[src/hw/rtl/prqs_pkg.sv]
`timescale 1ns / 1ps
`default_nettype none

package prqs_pkg;

  // Widths of the command and result fields.
  localparam int CMD_W      = 2;
  localparam int TASK_ID_W  = 4;
  localparam int PRIO_W     = 5;
  localparam int STATUS_W   = 2;

  // Default sizes of the task table and the level table.
  localparam int MAX_TASKS_DEF       = 16;
  localparam int PRIORITY_LEVELS_DEF = 32;

  // The level search works on groups of sixteen flags, sixteen groups at most.
  localparam int GROUP_W   = 16;
  localparam int MAP_PAD_W = GROUP_W * GROUP_W;

  // Command codes.
  localparam logic [CMD_W-1:0] CMD_ADD   = 2'd0;
  localparam logic [CMD_W-1:0] CMD_START = 2'd1;
  localparam logic [CMD_W-1:0] CMD_SCHED = 2'd2;

  // Result status codes.
  localparam logic [STATUS_W-1:0] STATUS_OK     = 2'd0;
  localparam logic [STATUS_W-1:0] STATUS_EMPTY  = 2'd1;
  localparam logic [STATUS_W-1:0] STATUS_MISUSE = 2'd2;

  // Steps that the controller asks of the datapath.
  typedef struct packed {
    logic ld_req;
    logic srch0;
    logic srch1;
    logic take_next;
    logic unl1;
    logic unl2;
    logic push0;
    logic push1;
    logic fin;
    logic set_empty;
    logic ld_out;
  } prqs_ctl_t;

  // Conditions that the datapath reports back.
  typedef struct packed {
    logic [CMD_W-1:0] cmd_in;
    logic             req_ok;
    logic [CMD_W-1:0] cmd_q;
    logic             cur_run;
    logic             found;
    logic             do_switch;
    logic             out_free;
  } prqs_sts_t;

  // Index of the lowest set bit, zero when no bit is set.
  function automatic logic [3:0] first_set16(input logic [GROUP_W-1:0] v);
    logic [3:0] idx;
    idx = 4'd0;
    for (int i = GROUP_W - 1; i >= 0; i--) begin
      if (v[i]) begin
        idx = 4'(i);
      end
    end
    return idx;
  endfunction

endpackage

`default_nettype wire

[src/hw/rtl/prqs_if.sv]
`timescale 1ns / 1ps
`default_nettype none

interface prqs_req_if import prqs_pkg::*; ();
  logic                 valid;
  logic                 ready;
  logic [CMD_W-1:0]     command;
  logic [TASK_ID_W-1:0] task_id;
  logic [PRIO_W-1:0]    priority_req;
  logic                 current_running;
  logic                 in_interrupt;

  modport source (
    output valid, command, task_id, priority_req, current_running, in_interrupt,
    input  ready
  );
  modport sink (
    input  valid, command, task_id, priority_req, current_running, in_interrupt,
    output ready
  );
endinterface

interface prqs_rsp_if import prqs_pkg::*; ();
  logic                 valid;
  logic                 ready;
  logic [STATUS_W-1:0]  status;
  logic                 switched;
  logic [TASK_ID_W-1:0] from_task;
  logic [TASK_ID_W-1:0] to_task;
  logic                 lazy_switch;

  modport source (
    output valid, status, switched, from_task, to_task, lazy_switch,
    input  ready
  );
  modport sink (
    input  valid, status, switched, from_task, to_task, lazy_switch,
    output ready
  );
endinterface

`default_nettype wire

[src/hw/rtl/priority_ready_queue_scheduler_core.sv]
// Ready-queue task scheduler with one FIFO per priority level (0 is best).
// Command words arrive on req (valid/ready): add a task to the tail of its
// level, start a queued task, or schedule. Each command word yields exactly
// one result word on rsp (valid/ready) with status, switch flag, the current
// task before and after, and the deferred-switch flag for schedules from
// interrupts.
// Commands are processed one at a time. A rejected command goes straight
// to its result; a schedule that switches drops the current task, or puts
// it back at the tail of its queue while it is still running. req is
// ready again the cycle after the result is loaded. The steps follow the
// chain of dependent reads of the link, level, head and tail memories,
// each of which has a registered read port.
// A finished result sits in an output register, so the next command word is
// accepted while it waits; if the receiver keeps stalling, the following
// result waits in the scheduler and req stays low until rsp frees up.
// Synchronous reset empties all queues and clears the current task; the
// link and head/tail memories need no clearing pass, because an entry is
// always written before its value is used.
`timescale 1ns / 1ps
`default_nettype none

module priority_ready_queue_scheduler_core import prqs_pkg::*; #(
  parameter int MAX_TASKS       = MAX_TASKS_DEF,
  parameter int PRIORITY_LEVELS = PRIORITY_LEVELS_DEF
) (
  input  wire logic clk,
  input  wire logic rst,
  prqs_req_if.sink  req,
  prqs_rsp_if.source rsp
);

  prqs_ctl_t ctl;
  prqs_sts_t sts;
  logic      idle;
  logic      accept;

  // A command word is taken only while the sequencer is idle.
  assign req.ready = idle;
  assign accept    = req.valid && idle;

  prqs_ctrl u_ctrl (
    .clk    (clk),
    .rst    (rst),
    .accept (accept),
    .sts    (sts),
    .idle   (idle),
    .ctl    (ctl)
  );

  // The datapath owns the queue memories, flags, current task and the
  // output register that holds a finished result word.
  prqs_dp #(
    .MAX_TASKS       (MAX_TASKS),
    .PRIORITY_LEVELS (PRIORITY_LEVELS)
  ) u_dp (
    .clk             (clk),
    .rst             (rst),
    .ctl             (ctl),
    .sts             (sts),
    .command         (req.command),
    .task_id         (req.task_id),
    .priority_req    (req.priority_req),
    .current_running (req.current_running),
    .in_interrupt    (req.in_interrupt),
    .out_valid       (rsp.valid),
    .out_ready       (rsp.ready),
    .status          (rsp.status),
    .switched        (rsp.switched),
    .from_task       (rsp.from_task),
    .to_task         (rsp.to_task),
    .lazy_switch     (rsp.lazy_switch)
  );

endmodule

`default_nettype wire

[src/hw/rtl/prqs_ram.sv]
`timescale 1ns / 1ps
`default_nettype none

module prqs_ram #(
  parameter int WIDTH = 4,
  parameter int DEPTH = 16
) (
  input  wire logic                     clk,
  input  wire logic                     we,
  input  wire logic [$clog2(DEPTH)-1:0] waddr,
  input  wire logic [WIDTH-1:0]         wdata,
  input  wire logic [$clog2(DEPTH)-1:0] raddr,
  output logic      [WIDTH-1:0]         rdata
);

  logic [WIDTH-1:0] mem [DEPTH];

  always_ff @(posedge clk) begin
    if (we) begin
      mem[waddr] <= wdata;
    end
    rdata <= mem[raddr];
  end

endmodule

`default_nettype wire

[src/hw/rtl/prqs_ctrl.sv]
`timescale 1ns / 1ps
`default_nettype none

module prqs_ctrl import prqs_pkg::*; (
  input  wire logic      clk,
  input  wire logic      rst,
  input  wire logic      accept,
  input  wire prqs_sts_t sts,
  output logic           idle,
  output prqs_ctl_t      ctl
);

  localparam logic [3:0] S_IDLE  = 4'd0;
  localparam logic [3:0] S_SRCH0 = 4'd1;
  localparam logic [3:0] S_SRCH1 = 4'd2;
  localparam logic [3:0] S_SRCH2 = 4'd3;
  localparam logic [3:0] S_UNL0  = 4'd4;
  localparam logic [3:0] S_UNL1  = 4'd5;
  localparam logic [3:0] S_UNL2  = 4'd6;
  localparam logic [3:0] S_PUSH0 = 4'd7;
  localparam logic [3:0] S_PUSH1 = 4'd8;
  localparam logic [3:0] S_FIN   = 4'd9;
  localparam logic [3:0] S_DONE  = 4'd10;

  logic [3:0] state;
  logic [3:0] state_next;

  assign idle = (state == S_IDLE);

  always_comb begin
    state_next = state;
    ctl        = '0;
    case (state)
      S_IDLE: begin
        if (accept) begin
          ctl.ld_req = 1'b1;
          if (!sts.req_ok) begin
            state_next = S_DONE;
          end else begin
            case (sts.cmd_in)
              CMD_ADD:   state_next = S_PUSH0;
              CMD_START: state_next = S_UNL0;
              default:   state_next = S_SRCH0;
            endcase
          end
        end
      end
      S_SRCH0: begin
        ctl.srch0  = 1'b1;
        state_next = S_SRCH1;
      end
      S_SRCH1: begin
        ctl.srch1  = 1'b1;
        state_next = S_SRCH2;
      end
      S_SRCH2: begin
        if (!sts.found) begin
          ctl.set_empty = 1'b1;
          state_next    = S_DONE;
        end else if (sts.do_switch) begin
          ctl.take_next = 1'b1;
          state_next    = S_UNL0;
        end else begin
          state_next = S_DONE;
        end
      end
      S_UNL0: begin
        state_next = S_UNL1;
      end
      S_UNL1: begin
        ctl.unl1   = 1'b1;
        state_next = S_UNL2;
      end
      S_UNL2: begin
        ctl.unl2 = 1'b1;
        if (sts.cmd_q == CMD_SCHED && sts.cur_run) begin
          state_next = S_PUSH0;
        end else begin
          state_next = S_FIN;
        end
      end
      S_PUSH0: begin
        ctl.push0  = 1'b1;
        state_next = S_PUSH1;
      end
      S_PUSH1: begin
        ctl.push1  = 1'b1;
        state_next = (sts.cmd_q == CMD_ADD) ? S_DONE : S_FIN;
      end
      S_FIN: begin
        ctl.fin    = 1'b1;
        state_next = S_DONE;
      end
      S_DONE: begin
        if (sts.out_free) begin
          ctl.ld_out = 1'b1;
          state_next = S_IDLE;
        end
      end
      default: begin
        state_next = S_IDLE;
      end
    endcase
  end

  always_ff @(posedge clk) begin
    if (rst) begin
      state <= S_IDLE;
    end else begin
      state <= state_next;
    end
  end

endmodule

`default_nettype wire

[src/hw/rtl/prqs_dp.sv]
`timescale 1ns / 1ps
`default_nettype none

module prqs_dp import prqs_pkg::*; #(
  parameter int MAX_TASKS       = MAX_TASKS_DEF,
  parameter int PRIORITY_LEVELS = PRIORITY_LEVELS_DEF
) (
  input  wire logic                 clk,
  input  wire logic                 rst,
  input  wire prqs_ctl_t            ctl,
  output prqs_sts_t                 sts,
  input  wire logic [CMD_W-1:0]     command,
  input  wire logic [TASK_ID_W-1:0] task_id,
  input  wire logic [PRIO_W-1:0]    priority_req,
  input  wire logic                 current_running,
  input  wire logic                 in_interrupt,
  output logic                      out_valid,
  input  wire logic                 out_ready,
  output logic [STATUS_W-1:0]       status,
  output logic                      switched,
  output logic [TASK_ID_W-1:0]      from_task,
  output logic [TASK_ID_W-1:0]      to_task,
  output logic                      lazy_switch
);

  localparam int TW = $clog2(MAX_TASKS);
  localparam int PW = $clog2(PRIORITY_LEVELS);

  // Control state.
  logic [MAX_TASKS-1:0]       queued_flags;
  logic [PRIORITY_LEVELS-1:0] nonempty_map;
  logic [TW-1:0]              running_task;
  logic                       running_valid;

  // Latched command.
  logic [CMD_W-1:0] cmd_q;
  logic [TW-1:0]    sel_task;
  logic [PW-1:0]    pr_q;
  logic             cur_run_q;
  logic             intr_q;

  // Working registers.
  logic [3:0]           gsel_q;
  logic                 found_q;
  logic [PW-1:0]        p_sel;
  logic [PW-1:0]        cur_p;
  logic [PW-1:0]        ul_p;
  logic [TW-1:0]        ul_nx;
  logic [TW-1:0]        ul_pv;
  logic [TASK_ID_W-1:0] old_q;
  logic [STATUS_W-1:0]  status_q;
  logic                 sw_q;
  logic                 lazy_q;

  // Memory ports.
  logic          next_we, prev_we, pri_we, head_we, tail_we;
  logic [TW-1:0] next_wa, next_wd, next_ra, next_rd;
  logic [TW-1:0] prev_wa, prev_wd, prev_ra, prev_rd;
  logic [TW-1:0] pri_wa, pri_ra;
  logic [PW-1:0] pri_wd, pri_rd;
  logic [PW-1:0] head_wa, head_ra, tail_wa, tail_ra;
  logic [TW-1:0] head_wd, head_rd, tail_wd, tail_rd;

  prqs_ram #(.WIDTH(TW), .DEPTH(MAX_TASKS)) u_next (
    .clk(clk), .we(next_we), .waddr(next_wa), .wdata(next_wd),
    .raddr(next_ra), .rdata(next_rd)
  );
  prqs_ram #(.WIDTH(TW), .DEPTH(MAX_TASKS)) u_prev (
    .clk(clk), .we(prev_we), .waddr(prev_wa), .wdata(prev_wd),
    .raddr(prev_ra), .rdata(prev_rd)
  );
  prqs_ram #(.WIDTH(PW), .DEPTH(MAX_TASKS)) u_pri (
    .clk(clk), .we(pri_we), .waddr(pri_wa), .wdata(pri_wd),
    .raddr(pri_ra), .rdata(pri_rd)
  );
  prqs_ram #(.WIDTH(TW), .DEPTH(PRIORITY_LEVELS)) u_head (
    .clk(clk), .we(head_we), .waddr(head_wa), .wdata(head_wd),
    .raddr(head_ra), .rdata(head_rd)
  );
  prqs_ram #(.WIDTH(TW), .DEPTH(PRIORITY_LEVELS)) u_tail (
    .clk(clk), .we(tail_we), .waddr(tail_wa), .wdata(tail_wd),
    .raddr(tail_ra), .rdata(tail_rd)
  );

  // Request checks on the live input word.
  logic [TW-1:0] tidx;
  logic          t_in_range;
  logic          p_in_range;
  logic          req_ok;

  assign tidx       = TW'(task_id);
  assign t_in_range = {5'd0, task_id} < 9'(MAX_TASKS);
  assign p_in_range = {4'd0, priority_req} < 9'(PRIORITY_LEVELS);

  always_comb begin
    case (command)
      CMD_ADD: begin
        req_ok = t_in_range && p_in_range && !queued_flags[tidx] &&
                 !(running_valid && running_task == tidx);
      end
      CMD_START: req_ok = t_in_range && queued_flags[tidx];
      CMD_SCHED: req_ok = running_valid;
      default:   req_ok = 1'b0;
    endcase
  end

  // Two-level search for the best non-empty level: first the group, then
  // the flag inside it.
  logic [MAP_PAD_W-1:0] map_pad;
  logic [GROUP_W-1:0]   group_any;
  logic [3:0]           low_idx;
  logic [PW-1:0]        enc_p;

  assign map_pad = MAP_PAD_W'(nonempty_map);

  always_comb begin
    for (int g = 0; g < GROUP_W; g++) begin
      group_any[g] = |map_pad[g*GROUP_W +: GROUP_W];
    end
  end

  assign low_idx = first_set16(map_pad[{gsel_q, 4'd0} +: GROUP_W]);
  assign enc_p   = PW'({gsel_q, low_idx});

  // Push target: the added task, or the preempted running task.
  logic [TW-1:0] push_t;
  logic [PW-1:0] push_p;
  logic          is_head, is_tail;

  assign push_t  = (cmd_q == CMD_ADD) ? sel_task : running_task;
  assign push_p  = (cmd_q == CMD_ADD) ? pr_q : cur_p;
  assign is_head = (head_rd == sel_task);
  assign is_tail = (tail_rd == sel_task);

  always_comb begin
    pri_ra  = ctl.srch0 ? running_task : sel_task;
    next_ra = sel_task;
    prev_ra = sel_task;
    head_ra = ctl.unl1 ? pri_rd : enc_p;
    tail_ra = ctl.unl1 ? pri_rd : push_p;

    next_we = 1'b0; next_wa = '0; next_wd = '0;
    prev_we = 1'b0; prev_wa = '0; prev_wd = '0;
    pri_we  = 1'b0; pri_wa  = '0; pri_wd  = '0;
    head_we = 1'b0; head_wa = '0; head_wd = '0;
    tail_we = 1'b0; tail_wa = '0; tail_wd = '0;

    if (ctl.unl2 && !(is_head && is_tail)) begin
      if (is_head) begin
        head_we = 1'b1; head_wa = ul_p; head_wd = ul_nx;
      end else begin
        next_we = 1'b1; next_wa = ul_pv; next_wd = is_tail ? ul_pv : ul_nx;
      end
      if (is_tail) begin
        tail_we = 1'b1; tail_wa = ul_p; tail_wd = ul_pv;
      end else begin
        prev_we = 1'b1; prev_wa = ul_nx; prev_wd = is_head ? ul_nx : ul_pv;
      end
    end

    if (ctl.push0) begin
      next_we = 1'b1; next_wa = push_t; next_wd = push_t;
      if (cmd_q == CMD_ADD) begin
        pri_we = 1'b1; pri_wa = push_t; pri_wd = push_p;
      end
    end

    if (ctl.push1) begin
      if (nonempty_map[push_p]) begin
        next_we = 1'b1; next_wa = tail_rd; next_wd = push_t;
        prev_we = 1'b1; prev_wa = push_t;  prev_wd = tail_rd;
      end else begin
        head_we = 1'b1; head_wa = push_p; head_wd = push_t;
        prev_we = 1'b1; prev_wa = push_t; prev_wd = push_t;
      end
      tail_we = 1'b1; tail_wa = push_p; tail_wd = push_t;
    end
  end

  // Control state and flags.
  always_ff @(posedge clk) begin
    if (rst) begin
      queued_flags  <= '0;
      nonempty_map  <= '0;
      running_task  <= '0;
      running_valid <= 1'b0;
      out_valid     <= 1'b0;
    end else begin
      if (ctl.unl2) begin
        queued_flags[sel_task] <= 1'b0;
        if (is_head && is_tail) begin
          nonempty_map[ul_p] <= 1'b0;
        end
      end
      if (ctl.push1) begin
        queued_flags[push_t] <= 1'b1;
        nonempty_map[push_p] <= 1'b1;
      end
      if (ctl.fin) begin
        running_task  <= sel_task;
        running_valid <= 1'b1;
      end
      if (ctl.ld_out) begin
        out_valid <= 1'b1;
      end else if (out_ready) begin
        out_valid <= 1'b0;
      end
    end
  end

  // Payload and working registers.
  always_ff @(posedge clk) begin
    if (ctl.ld_req) begin
      cmd_q     <= command;
      sel_task  <= tidx;
      pr_q      <= PW'(priority_req);
      cur_run_q <= current_running;
      intr_q    <= in_interrupt;
      old_q     <= running_valid ? TASK_ID_W'(running_task) : '0;
      status_q  <= req_ok ? STATUS_OK : STATUS_MISUSE;
      sw_q      <= 1'b0;
      lazy_q    <= 1'b0;
    end
    if (ctl.srch0) begin
      gsel_q  <= first_set16(group_any);
      found_q <= |group_any;
    end
    if (ctl.srch1) begin
      p_sel <= enc_p;
      cur_p <= pri_rd;
    end
    if (ctl.take_next) begin
      sel_task <= head_rd;
    end
    if (ctl.unl1) begin
      ul_p  <= pri_rd;
      ul_nx <= next_rd;
      ul_pv <= prev_rd;
    end
    if (ctl.set_empty) begin
      status_q <= STATUS_EMPTY;
    end
    if (ctl.fin) begin
      sw_q   <= 1'b1;
      lazy_q <= (cmd_q == CMD_SCHED) && intr_q;
    end
    if (ctl.ld_out) begin
      status      <= status_q;
      switched    <= sw_q;
      from_task   <= old_q;
      to_task     <= running_valid ? TASK_ID_W'(running_task) : '0;
      lazy_switch <= lazy_q;
    end
  end

  assign sts.cmd_in    = command;
  assign sts.req_ok    = req_ok;
  assign sts.cmd_q     = cmd_q;
  assign sts.cur_run   = cur_run_q;
  assign sts.found     = found_q;
  assign sts.do_switch = !(cur_run_q && (p_sel > cur_p)) && (head_rd != running_task);
  assign sts.out_free  = !out_valid || out_ready;

endmodule

`default_nettype wire
[src/flat_wrapper.sv]
// flat-port wrapper written by rule: the top's interface ports become plain ports
module priority_ready_queue_scheduler_core_flat import prqs_pkg::*;
#(
  parameter int MAX_TASKS       = MAX_TASKS_DEF,
  parameter int PRIORITY_LEVELS = PRIORITY_LEVELS_DEF
)
  (clk, rst, req_valid, req_command, req_task_id, req_priority_req, req_current_running, req_in_interrupt, req_ready, rsp_valid, rsp_status, rsp_switched, rsp_from_task, rsp_to_task, rsp_lazy_switch, rsp_ready);
  prqs_req_if req_i ();
  prqs_rsp_if rsp_i ();
  input  wire logic clk;
  input  wire logic rst;
  input wire logic [$bits(req_i.valid)-1:0] req_valid;
  input wire logic [$bits(req_i.command)-1:0] req_command;
  input wire logic [$bits(req_i.task_id)-1:0] req_task_id;
  input wire logic [$bits(req_i.priority_req)-1:0] req_priority_req;
  input wire logic [$bits(req_i.current_running)-1:0] req_current_running;
  input wire logic [$bits(req_i.in_interrupt)-1:0] req_in_interrupt;
  output wire logic [$bits(req_i.ready)-1:0] req_ready;
  output wire logic [$bits(rsp_i.valid)-1:0] rsp_valid;
  output wire logic [$bits(rsp_i.status)-1:0] rsp_status;
  output wire logic [$bits(rsp_i.switched)-1:0] rsp_switched;
  output wire logic [$bits(rsp_i.from_task)-1:0] rsp_from_task;
  output wire logic [$bits(rsp_i.to_task)-1:0] rsp_to_task;
  output wire logic [$bits(rsp_i.lazy_switch)-1:0] rsp_lazy_switch;
  input wire logic [$bits(rsp_i.ready)-1:0] rsp_ready;
  assign req_i.valid = req_valid;
  assign req_i.command = req_command;
  assign req_i.task_id = req_task_id;
  assign req_i.priority_req = req_priority_req;
  assign req_i.current_running = req_current_running;
  assign req_i.in_interrupt = req_in_interrupt;
  assign req_ready = req_i.ready;
  assign rsp_valid = rsp_i.valid;
  assign rsp_status = rsp_i.status;
  assign rsp_switched = rsp_i.switched;
  assign rsp_from_task = rsp_i.from_task;
  assign rsp_to_task = rsp_i.to_task;
  assign rsp_lazy_switch = rsp_i.lazy_switch;
  assign rsp_i.ready = rsp_ready;
  priority_ready_queue_scheduler_core #(.MAX_TASKS(MAX_TASKS), .PRIORITY_LEVELS(PRIORITY_LEVELS)) u_core (.clk(clk), .rst(rst), .req(req_i), .rsp(rsp_i));
endmodule
[config.mk]
export PLATFORM = sky130hd
export DESIGN_NAME = priority_ready_queue_scheduler_core_flat
export DESIGN_NICKNAME = d
export VERILOG_FILES = /design/src/hw/rtl/prqs_pkg.sv /design/src/hw/rtl/prqs_if.sv /design/src/hw/rtl/priority_ready_queue_scheduler_core.sv /design/src/hw/rtl/prqs_ram.sv /design/src/hw/rtl/prqs_ctrl.sv /design/src/hw/rtl/prqs_dp.sv /design/src/flat_wrapper.sv
export SDC_FILE = /design/constraint.sdc
export NUM_CORES = 1
export LEC_CHECK = 0
export BUFFER_PORTS_ARGS = -buffer_cell sky130_fd_sc_hd__buf_2
export CAP_MARGIN = 20
export CORE_AREA = 2 2 244 246
export CTS_BUF_LIST = sky130_fd_sc_hd__clkbuf_8
export DETAILED_ROUTE_END_ITERATION = 10
export DIE_AREA = 0 0 246 248
export HOLD_SLACK_MARGIN = 0.06
export PLACE_DENSITY = 0.59
export SYNTH_ARGS = -nofsm -noshare
export SYNTH_HDL_FRONTEND = slang
export SYNTH_SLANG_ARGS = --single-unit
[constraint.sdc]
create_clock -name clk -period 3.3 [get_ports clk]
set_input_delay 0.33 -clock clk [delete_from_list [all_inputs] [get_ports clk]]
set_output_delay 0.33 -clock clk [all_outputs]
set_load 0.02 [all_outputs]
Word level (Yosys, flattened, before mapping)
Memory sizes are Yosys's and may differ from the RTL's. A register that Yosys moved wholly into a read port is not among the register bits.
Index checks and enable logic that the tools add are counted.
{"block": "word_totals", "register_bits": 119, "ram_bits": 464, "in_bits": 17, "output_inout_bits": 14, "wordCells": 236, "n_memories": 5}
{"block": "op_classes", "magnitude_cmp": 10, "eq_ne": 19, "n_shift": 1, "muxes": 139, "bitwise": 6, "n_reduce_logical": 29}
{"memory": "u_core.u_dp.u_head.mem", "depth": 32, "width": 4, "read_ports": 1, "rd_clocked_by_memory_dff": 1, "wr": 1, "line_no": "prqs_ram.sv:16", "rtl": "logic [WIDTH-1:0] mem [DEPTH];"}
{"memory": "u_core.u_dp.u_tail.mem", "depth": 32, "width": 4, "read_ports": 1, "rd_clocked_by_memory_dff": 1, "wr": 1, "line_no": "prqs_ram.sv:16"}
{"memory": "u_core.u_dp.u_pri.mem", "depth": 16, "width": 5, "read_ports": 1, "rd_clocked_by_memory_dff": 1, "wr": 1, "line_no": "prqs_ram.sv:16"}
{"memory": "u_core.u_dp.u_next.mem", "depth": 16, "width": 4, "read_ports": 1, "rd_clocked_by_memory_dff": 1, "wr": 1, "line_no": "prqs_ram.sv:16"}
{"memory": "u_core.u_dp.u_prev.mem", "depth": 16, "width": 4, "read_ports": 1, "rd_clocked_by_memory_dff": 1, "wr": 1, "line_no": "prqs_ram.sv:16"}
{"cell": "256-bit by 9-bit variable part select with 16-bit output", "n": 1}
{"cell": "4-bit 2-to-1 mux", "n": 55}
{"cell": "32-bit 2-to-1 mux", "n": 4}
{"cell": "5-bit 2-to-1 mux", "n": 12}
{"cell": "1-bit 2-to-1 mux", "n": 54}
{"cell": "16-bit 2-to-1 mux", "n": 3}
{"cell": "4-bit one-hot mux with 11 select lines", "n": 1}
{"cell": "32-bit AND", "n": 1}
{"cell": "32-bit NOT", "n": 1}
{"cell": "32-bit OR", "n": 1}
{"cell": "16-bit OR reduction", "n": 2}
{"cell": "32-bit OR reduction", "n": 1}
{"cell": "16-bit AND", "n": 1}
{"cell": "4-bit by 3-bit == test with 1-bit output, second input constant", "n": 4}
{"cell": "16-bit NOT", "n": 1}
{"cell": "16-bit OR", "n": 1}
{"cell": "4-bit by 5-bit < comparator with 1-bit output, second input constant", "n": 3}
{"cell": "1-bit logical AND", "n": 13}
{"cell": "4-bit == test", "n": 3}
{"cell": "4-bit == test, second input constant", "n": 3}
{"cell": "5-bit by 6-bit < comparator with 1-bit output, second input constant", "n": 2}
{"cell": "1-bit demux with 5-bit select", "n": 2}
{"cell": "5-bit by 1-bit >= comparator with 1-bit output, second input constant", "n": 2}
{"cell": "1-bit demux with 4-bit select", "n": 2}
{"cell": "20 further kinds", "n": 31}

Logic depth before layout (Yosys ltp)
Gate-level depths: netlist of run 1.
{"block": "logic_depth", "ltp_word": 18, "mapped_depth": 12, "depth_no_buf": 10}

By module
A second synthesis of run 1 with hierarchy kept.
{"block": "hier_totals", "hier_cells": 1645, "hier_area_um2": 25709.7}
{"module": "prqs_ram (u_core.u_dp.u_head ...)", "n_inst": 2, "cells_per_inst": 231, "area_per_inst_um2": 5138.7}
{"module": "prqs_dp", "n_inst": 1, "cells_per_inst": 707, "area_per_inst_um2": 6411.1}
{"module": "prqs_ram (u_core.u_dp.u_next ...)", "n_inst": 2, "cells_per_inst": 130, "area_per_inst_um2": 2666.3}
{"module": "prqs_ram (u_core.u_dp.u_pri)", "n_inst": 1, "cells_per_inst": 155, "area_per_inst_um2": 3213.1}
{"module": "prqs_ctrl", "n_inst": 1, "cells_per_inst": 60, "area_per_inst_um2": 469.2}
{"module": "priority_ready_queue_scheduler_core", "n_inst": 1, "cells_per_inst": 1, "area_per_inst_um2": 6.3}

Worst setup path after synthesis of run 1
OpenSTA, ideal clock, no wires.
{"block": "synth_path", "kind": "reg2reg", "startpoint": "register u_core.u_dp.cmd_q[0]", "endpoint": "memory u_core.u_dp.u_next.mem[22][0], in the netlist u_core.u_dp.u_next.mem[11][0], enable pin", "setup_time_ns": 0.377, "t_arrival_ns": 3.078, "required_time_ns": 2.923, "slack_ns": -0.155, "path_stages_with_launch": 11, "period_less_slack_ns": 3.455, "cell_sequence": "edfxtp_1 nor2_2 buf_6 mux2_2 mux2i_1 a32o_1 a221o_1 or4_4 and2_4 buf_6 nor4_1"}
{"block": "synth_via", "elab_chain_cells": 8}
{"item": "from (decl)", "line_no": "prqs_dp.sv:36", "rtl": "logic [CMD_W-1:0] cmd_q;"}
{"item": "from (signal assigned)", "line_no": "prqs_dp.sv:214", "rtl": "cmd_q <= command;"}
{"item": "2-bit logical NOT *", "line_no": "prqs_dp.sv:130, prqs_dp.sv:131"}
{"item": "5-bit 2-to-1 mux", "line_no": "prqs_dp.sv:131", "rtl": "assign push_p = (cmd_q == CMD_ADD) ? pr_q : cur_p;"}
{"item": "1-bit binary-select mux with 5-bit select", "line_no": "prqs_dp.sv:169", "rtl": "if (nonempty_map[push_p]) begin"}
{"item": "1-bit 2-to-1 mux (not written as such)", "line_no": "prqs_dp.sv:169"}
{"item": "1-bit 2-to-1 mux", "line_no": "prqs_dp.sv:169"}
{"item": "1-bit 2-to-1 mux", "line_no": "prqs_dp.sv:168", "rtl": "if (ctl.push1) begin"}
{"item": "1-bit 2-to-1 mux", "line_no": "prqs_ram.sv:19", "rtl": "if (we) begin"}
{"item": "1-bit 2-to-1 mux (not written as such)", "line_no": "prqs_ram.sv:20", "rtl": "mem[waddr] <= wdata;"}
{"item": "to (decl)", "line_no": "prqs_ram.sv:16"}
Mark *: on every way between the ends. The rest lies on a longest branch, timed or not. The select of a mux whose other input is x is not followed.

Worst setup path after layout of run 1
{"block": "layout_path", "startpoint": "register u_core.u_dp.cmd_q[0]", "endpoint": "memory u_core.u_dp.u_next.mem[22][2], in the netlist u_core.u_dp.u_next.mem[11][2], enable pin"}
The elaborated chain is that of the path after synthesis.

==> metrics.yaml, run 1 <==
grt-ovfl-total: 0
gp_congestion: 0.987
p_leak_uw: 0.0109
clockRootBuffer: "clkbuf_8"
grt_use_total_pct: 21.8
placed_area_um2: 28200
die_h_um: 248
syn2layout_area_growth_pct: 19.0
peakVddDrop_uv: 424
antenna_left: 0
end_kind: "flop"
dieArea_um2: 61000
tightest_slew_ns: 0.732
viasPerCell: 5.65
setup_slack_ns: -0.0678
synth_edf_count: 519
finalNonFillerCells: 2925
outcome: "complete, but fails checks"
initial_core_util_pct: 44.5
design_area_um2: 31000
post-dp-hpwl_um: 45300
powerDensity_nw_per_um2: 690
setup_violations: 32
antenna_found_initial: 1
clkLatencyLatePin_ns: 0.73
cp-start-kind: "flop"
min_period_over_period_pct: 102
finClkSkew_ns: 0.0676
io_pins: 31
hp-class: "in2reg"
place_inst: 2702
grt_pass1_wl_um: 99900
htreeDepth: 3
maxSlewViolCount: 0
async_flop_share_pct: 0
fmax_mhz: 297
clkSlewWorstSetupHoldPaths_ns: 0.06
maxSlewHeadroom_pct: 51.0
syn-num-nets: 1836
io_buffers: 30
drive_gt1_share_pct: 24.3
hold_viol: 0
pre_cts_slack_ns: -0.0987
die_w_um: 246
ys_ff_latch: 601
grt_start_max_net_pins: 37
critPathArrivalTime_ns: 3.75
min_path_cells: 2
ys_seq_area_share_pct: 66.2
synthDistinctLibCells: 81
avgRoutedWirePerCell_um: 22.8
wl_um: 66800
grt_setup_unrepaired: "true"
r2r_cells: 11
whs_ns: 0.171
crit_required_ns: 3.68
grt_pass1_vias: 16800
dr.pass1.iters: 6
cts_max_path_buffers: 3
drcViolationCount: 0
rows: 89
core-area_um2: 58500
drtIter0Drc: 1321
path_class: "reg2reg"
synthesis.area_um2: 26000
synth_flop_cell: "edfxtp_1"
cap_violations: 0
syn_area_per_cell_um2: 14.3
postSynthCellCount: 1814
yosysWarnings: 0
cts_buffers: 97
nets: 2091
period_minus_slack_ns: 3.37
clock-sinks: 601
violations: "negative setup slack"
vias: 16500
critPathMaxFanout: 8
cts_tree: "yes"
==> metrics by stage <==
| stage | util [%] | total power [µW] | TNS, ns |
|---|---|---|---|
| after floorplan | - | 12800 | -2.48 |
| after CTS | 52.0 | 21100 | -0.285 |
| after detailed placement | 48.3 | 15100 | -3.22 |
| final | 52.9 | 21400 | -1.02 |
| after global routing | 52.9 | 22300 | -7.98 |
| after global placement | 48.3 | 15000 | -3.85 |
==> flip-flops by register name, indices dropped and copies added, names as in the netlist, 5 cells and up <==
signal / count
u_core.u_dp.u_next.mem: 64
u_core.u_dp.cur_p: 5
u_core.u_dp.u_pri.mem: 80
u_core.u_dp.pr_q: 5
u_core.u_dp.u_tail.mem: 128
u_core.u_dp.u_head.mem: 128
u_core.u_dp.p_sel: 5
u_core.u_dp.queued_flags: 16
u_core.u_dp.ul_p: 5
u_core.u_dp.u_prev.mem: 64
u_core.u_dp.nonempty_map: 32
u_core.u_dp.u_pri.rdata: 5
==> final cells by class <==
class / instances / area [µm²]
Antenna cell: 1 / 2.50
Clock buffer: 99 / 1360
Clock inverter: 82 / 425
Fill cell: 4835 / 27500
Inverter: 26 / 97.6
Multi-Input combinational cell: 1103 / 8880
Sequential cell: 601 / 17200
Tap cell: 773 / 967
Timing Repair Buffer: 240 / 1990
==> critical path, stage by stage, from the launching register on <==
cell and delay, ns:
edfxtp_1 0.40, buf_6 0.15, buf_2 0.14, o211ai_1 0.28, buf_4 0.17, a21oi_2 0.06
a32o_2 0.28, a221o_1 0.38, or4_4 0.45, and2_4 0.25, nor4_4 0.28, buf_4 0.17
==> power breakdown <==
part           switching (µW)  leakage (µW)  internal [µW]
clock network            2990       0.00104           2910
logic                    3580       0.00431           2720
registers                 415       0.00555           8750
total                    6980        0.0109          14400
==> layer usage <==
layer | global-route usage [%] | vias up | share of wire, % | routed length (µm)
met2 | 36.2 | 585 | 49 | 32500
li1 | - | 7574 | - | -
met3 | 4.01 | 132 | 5.7 | 3780
met5 | 0 | - | 0 | 0
met4 | 8.68 | 0 | 3.1 | 2100
met1 | 28.6 | 8234 | 43 | 28400
==> cells in the mapped netlist (all sizes together) (7+ instances only) <==
cell	instances	area, µm²
buf	36	196
and2	11	71.3
nor2	156	588
nor3	36	185
mux4	66	1490
nand4	14	87.6
or2	11	68.8
nor3b	8	60.1
o211ai	7	52.6
o22ai	22	138
a32oi	8	70.1
xnor2	12	105
mux2i	233	2340
nor2b	18	113
a31oi	12	75.1
or3	9	56.3
and3	8	50.1
mux2	14	158
dfxtp	82	1640
nand2	129	500
a21o	11	82.6
inv	26	97.6
a22oi	9	67.6
edfxtp	519	15600
nand2b	13	81.3
a211oi	10	75.1
clkbuf	48	180
a21oi	78	390
nand3	25	125
nor4	20	131
o21ai	84	424
==> path summary, 6_finish.rpt <==
kind                                from                             to  slack (ns)
max reg2reg         u_core.u_dp.cmd_q[0]  u_core.u_dp.u_next.mem[11][2]       -0.07
max                 u_core.u_dp.cmd_q[0]  u_core.u_dp.u_next.mem[11][2]       -0.07
min reg2reg  u_core.u_dp.u_next.rdata[0]           u_core.u_dp.ul_nx[0]        0.38
min                       req_task_id[0]         u_core.u_dp.next_ra[0]        0.17
==> cell families after synthesis <==
group	count (synthesis)	share of synthesized area, %
simple gates	479	8.87
buf+inv	110	1.82
compound gates	290	6.97
xor+xnor	16	0.539
mux	313	15.3
flops	601	66.2
fa+ha+maj	5	0.241
==> cell usage in the layout, fill, tap and decap left out, drive strengths merged, types with 63 or more instances in the layout <==
master  count
inv        63
edfxtp    519
buf       225
o21ai      84
dfxtp      82
nand2     129
a21oi      78
nor2      156
clkbuf     99
mux2i     233
mux4       66
==> repair_timing <==
action	CTS	global route
hold buffers	15	0
setup endpoints to repair	100	317
cloned	2	1
buffers inserted	7	15
pin swaps	9	32
hold endpoints to repair	21	0
resized for setup	34	92
No activity file was read; power rests on OpenSTA's default activity.
==> run 2, diff against run 1 <==
- REMOVE_ABC_BUFFERS: unset -> 1
==> run 2 against run 1 <==
Effect of this change: the flow still finishes with violations (negative setup slack); clock skew shrank 0.017 ns; non-clock buffer count down 33; routed wire length decreased by 1.3%; via count is 0.54% lower.
==> metrics.yaml, run 2 (synthesis gave the netlist of run 1 again) <==
switchingPower_uw: 6850  # -1.8%
initial_core_util_pct: 44.5  # unchanged
nets: 2057  # -1.6%
io_pins: 31  # unchanged
die_w_um: 246  # unchanged
drive_gt1_share_pct: 24.7  # +0.34 points
whs_ns: 0.139  # -0.0317 ns
vias: 16400  # -0.54%
cp_top_family: "simple AND/OR/NAND/NOR gates"
grt_use_total_pct: 22.0  # +0.13 points
wl_um: 65900  # -1.3%
peakVddDrop_uv: 470  # +11%
clkSlewWorstSetupHoldPaths_ns: 0.07  # about the same
period_minus_slack_ns: 3.41  # +0.0411 ns
layout_common_cells: "519 x edfxtp_1, 230 x mux2i_1, 143 x buf_4"
setup_slack_ns: -0.109  # -0.0411 ns
p_leak_uw: 0.0108  # -1.1%
violations: "negative setup slack"
end_kind: "flop"
antenna_found_initial: 1  # unchanged
maxSlewViolCount: 0  # unchanged
drtIter0Drc: 1382  # +4.6%
power_frac_seq_pct: 41.8  # -1.1 points
cp-start-kind: "flop"
regArea_um2: 17200  # about the same
drcViolationCount: 0  # unchanged
crit_required_ns: 3.70  # +0.02 ns
io_buffers: 30  # unchanged
core-area_um2: 58500  # unchanged
cts_tree: "yes"
clockRootBuffer: "clkbuf_8"
final_common_cell: "edfxtp_1"
gp_congestion: 0.921  # -6.7%
total_power_uw: 21700  # +1.5%
fillerInstances: 4890  # +1.1%
cp_slowest_stage_delay_ns: 0.52  # +0.07 ns
avgRoutedWirePerCell_um: 22.8  # about the same
fmax_mhz: 293  # -1.2%
path_class: "reg2reg"
cap_violations: 0  # unchanged
clkLatencyLatePin_ns: 0.73  # about the same
maxSlewHeadroom_pct: 29.9  # -21 points
viasPerCell: 5.69  # +0.73%
cts_buffers: 96  # -1.0%
grtUsageMet2_pct: 35.7  # -0.50 points
reg.largest.list: "u_core.u_dp.u_head.mem x128, u_core.u_dp.u_tail.mem x128, u_core.u_dp.u_pri.mem x80"
grt_pass1_vias: 16900  # +0.69%
grt_pass1_wl_um: 101000  # +0.99%
met1_usage_pct: 29.3  # +0.70 points
comb_power_share_pct: 28.1  # -1.4 points
busiest_layer: "met2"
critPathMaxFanout: 8  # unchanged
setup_violations: 22  # -31%
switching_share_pct: 31.6  # -1.1 points
rows: 89  # unchanged
grt_setup_unrepaired: "true"
hold_viol: 0  # unchanged
grt_start_max_net_pins: 46  # +24%
multi_input_area_um2: 8840  # -0.46%
cp_slowest_cell: "or4_4"
internal-power_uw: 14800  # +3.1%
finalSetupTns_ns: -1.32  # -0.296 ns
htreeDepth: 3  # unchanged
min_period_over_period_pct: 103  # +1.2 points
cts_max_path_buffers: 3  # unchanged
dieArea_um2: 61000  # unchanged
antenna_left: 0  # unchanged
grt_util_met3_pct: 3.75  # -0.26 points
clockPowerShare_pct: 30.0  # +2.4 points
post-dp-hpwl_um: 44500  # -1.7%
critPathArrivalTime_ns: 3.81  # +0.06 ns
clock-sinks: 601  # unchanged
finClkSkew_ns: 0.0510  # -0.0167 ns
outcome: "complete, but fails checks"
post-route-util_pct: 52.7  # -0.20 points
path_buf_inv: 2  # -2
hp-class: "in2reg"
tightest_slew_ns: 1.05  # +0.318 ns
die_h_um: 248  # unchanged
grt-ovfl-total: 0  # unchanged
dr.pass1.iters: 6  # unchanged
worstPathCellList: "buf_6 > or3b_4 > nand2_4 > a21oi_4 > a32o_2 > a221o_1 > or4_4 > and2_4 > nor4_4 > buf_4"
powerDensity_nw_per_um2: 703  # +1.9%
syn2layout_area_growth_pct: 18.6
## run 2: cell count changes in the layout (fill, tap and decap cells not counted), sizes merged
cell | before | now
diode | 1 | 2
clkinvlp | 3 | 2
dlygate4sd3 | 15 | 13
inv | 63 | 48
buf | 225 | 194
clkbuf | 99 | 102
bufinv | 1 | 8
clkinv | 41 | 42
## run 2: what timing repair did
item | in CTS | in global routing
buffers inserted | 6 | 11
pin swaps | 5 | 12
hold endpoints to repair | 19 | 0
hold buffers | 13 | 0
endpoints found under the setup margin | 75 | 332
resized for setup | 47 | 67
## run 2: path summary, 6_finish.rpt
check	startpoint	endpoint	slack (ns)	depth (start not counted)
worst min-delay path	req_task_id[1]	u_core.u_dp.next_ra[1]	0.14	2
worst max register to register	u_core.u_dp.cmd_q[0]	u_core.u_dp.u_next.mem[11][0]	-0.11	10
worst min register to register	u_core.u_dp.u_next.rdata[3]	u_core.u_dp.ul_nx[3]	0.41	0
worst max-delay path	u_core.u_dp.cmd_q[0]	u_core.u_dp.u_next.mem[11][0]	-0.11	10
## run 2: layout make-up
cell class,count,area share [%]
sequential,601,55.9
multi-input combinational,1103,28.7
timing repair buffer,207,5.58
clock buffer,102,4.55
tap,773,3.14
clock inverter,74,1.85
inverter,26,0.329
antenna,2,0.0162
## run 2: power groups by stage
stage	clock [µW]	combinational, µW	sequential [µW]
4_1_cts	6680	5960	9060
6_report	6510	6100	9070
3_3_place_gp	0	5750	9190
3_5_place_dp	0	5800	9200
2_1_floorplan	0	3610	9250
5_1_grt	7030	6530	9100
## run 2: per-stage QoR
step,area [µm²],instances,worst slack (ns)
CTS,30400,2875,-0.0224
floorplan,25600,1730,-2.86
global placement,28100,2680,-0.156
finish,30800,2888,-0.109
global route,30800,2888,-0.169
detailed placement,28100,2680,-0.162
## run 2: layer usage
| layer | wire length (µm) | part of all wire, % |
|---|---|---|
| met2 | 31700 | 48 |
| met4 | 2240 | 3.4 |
| met5 | 0 | 0 |
| met1 | 27600 | 42 |
| met3 | 4310 | 6.5 |
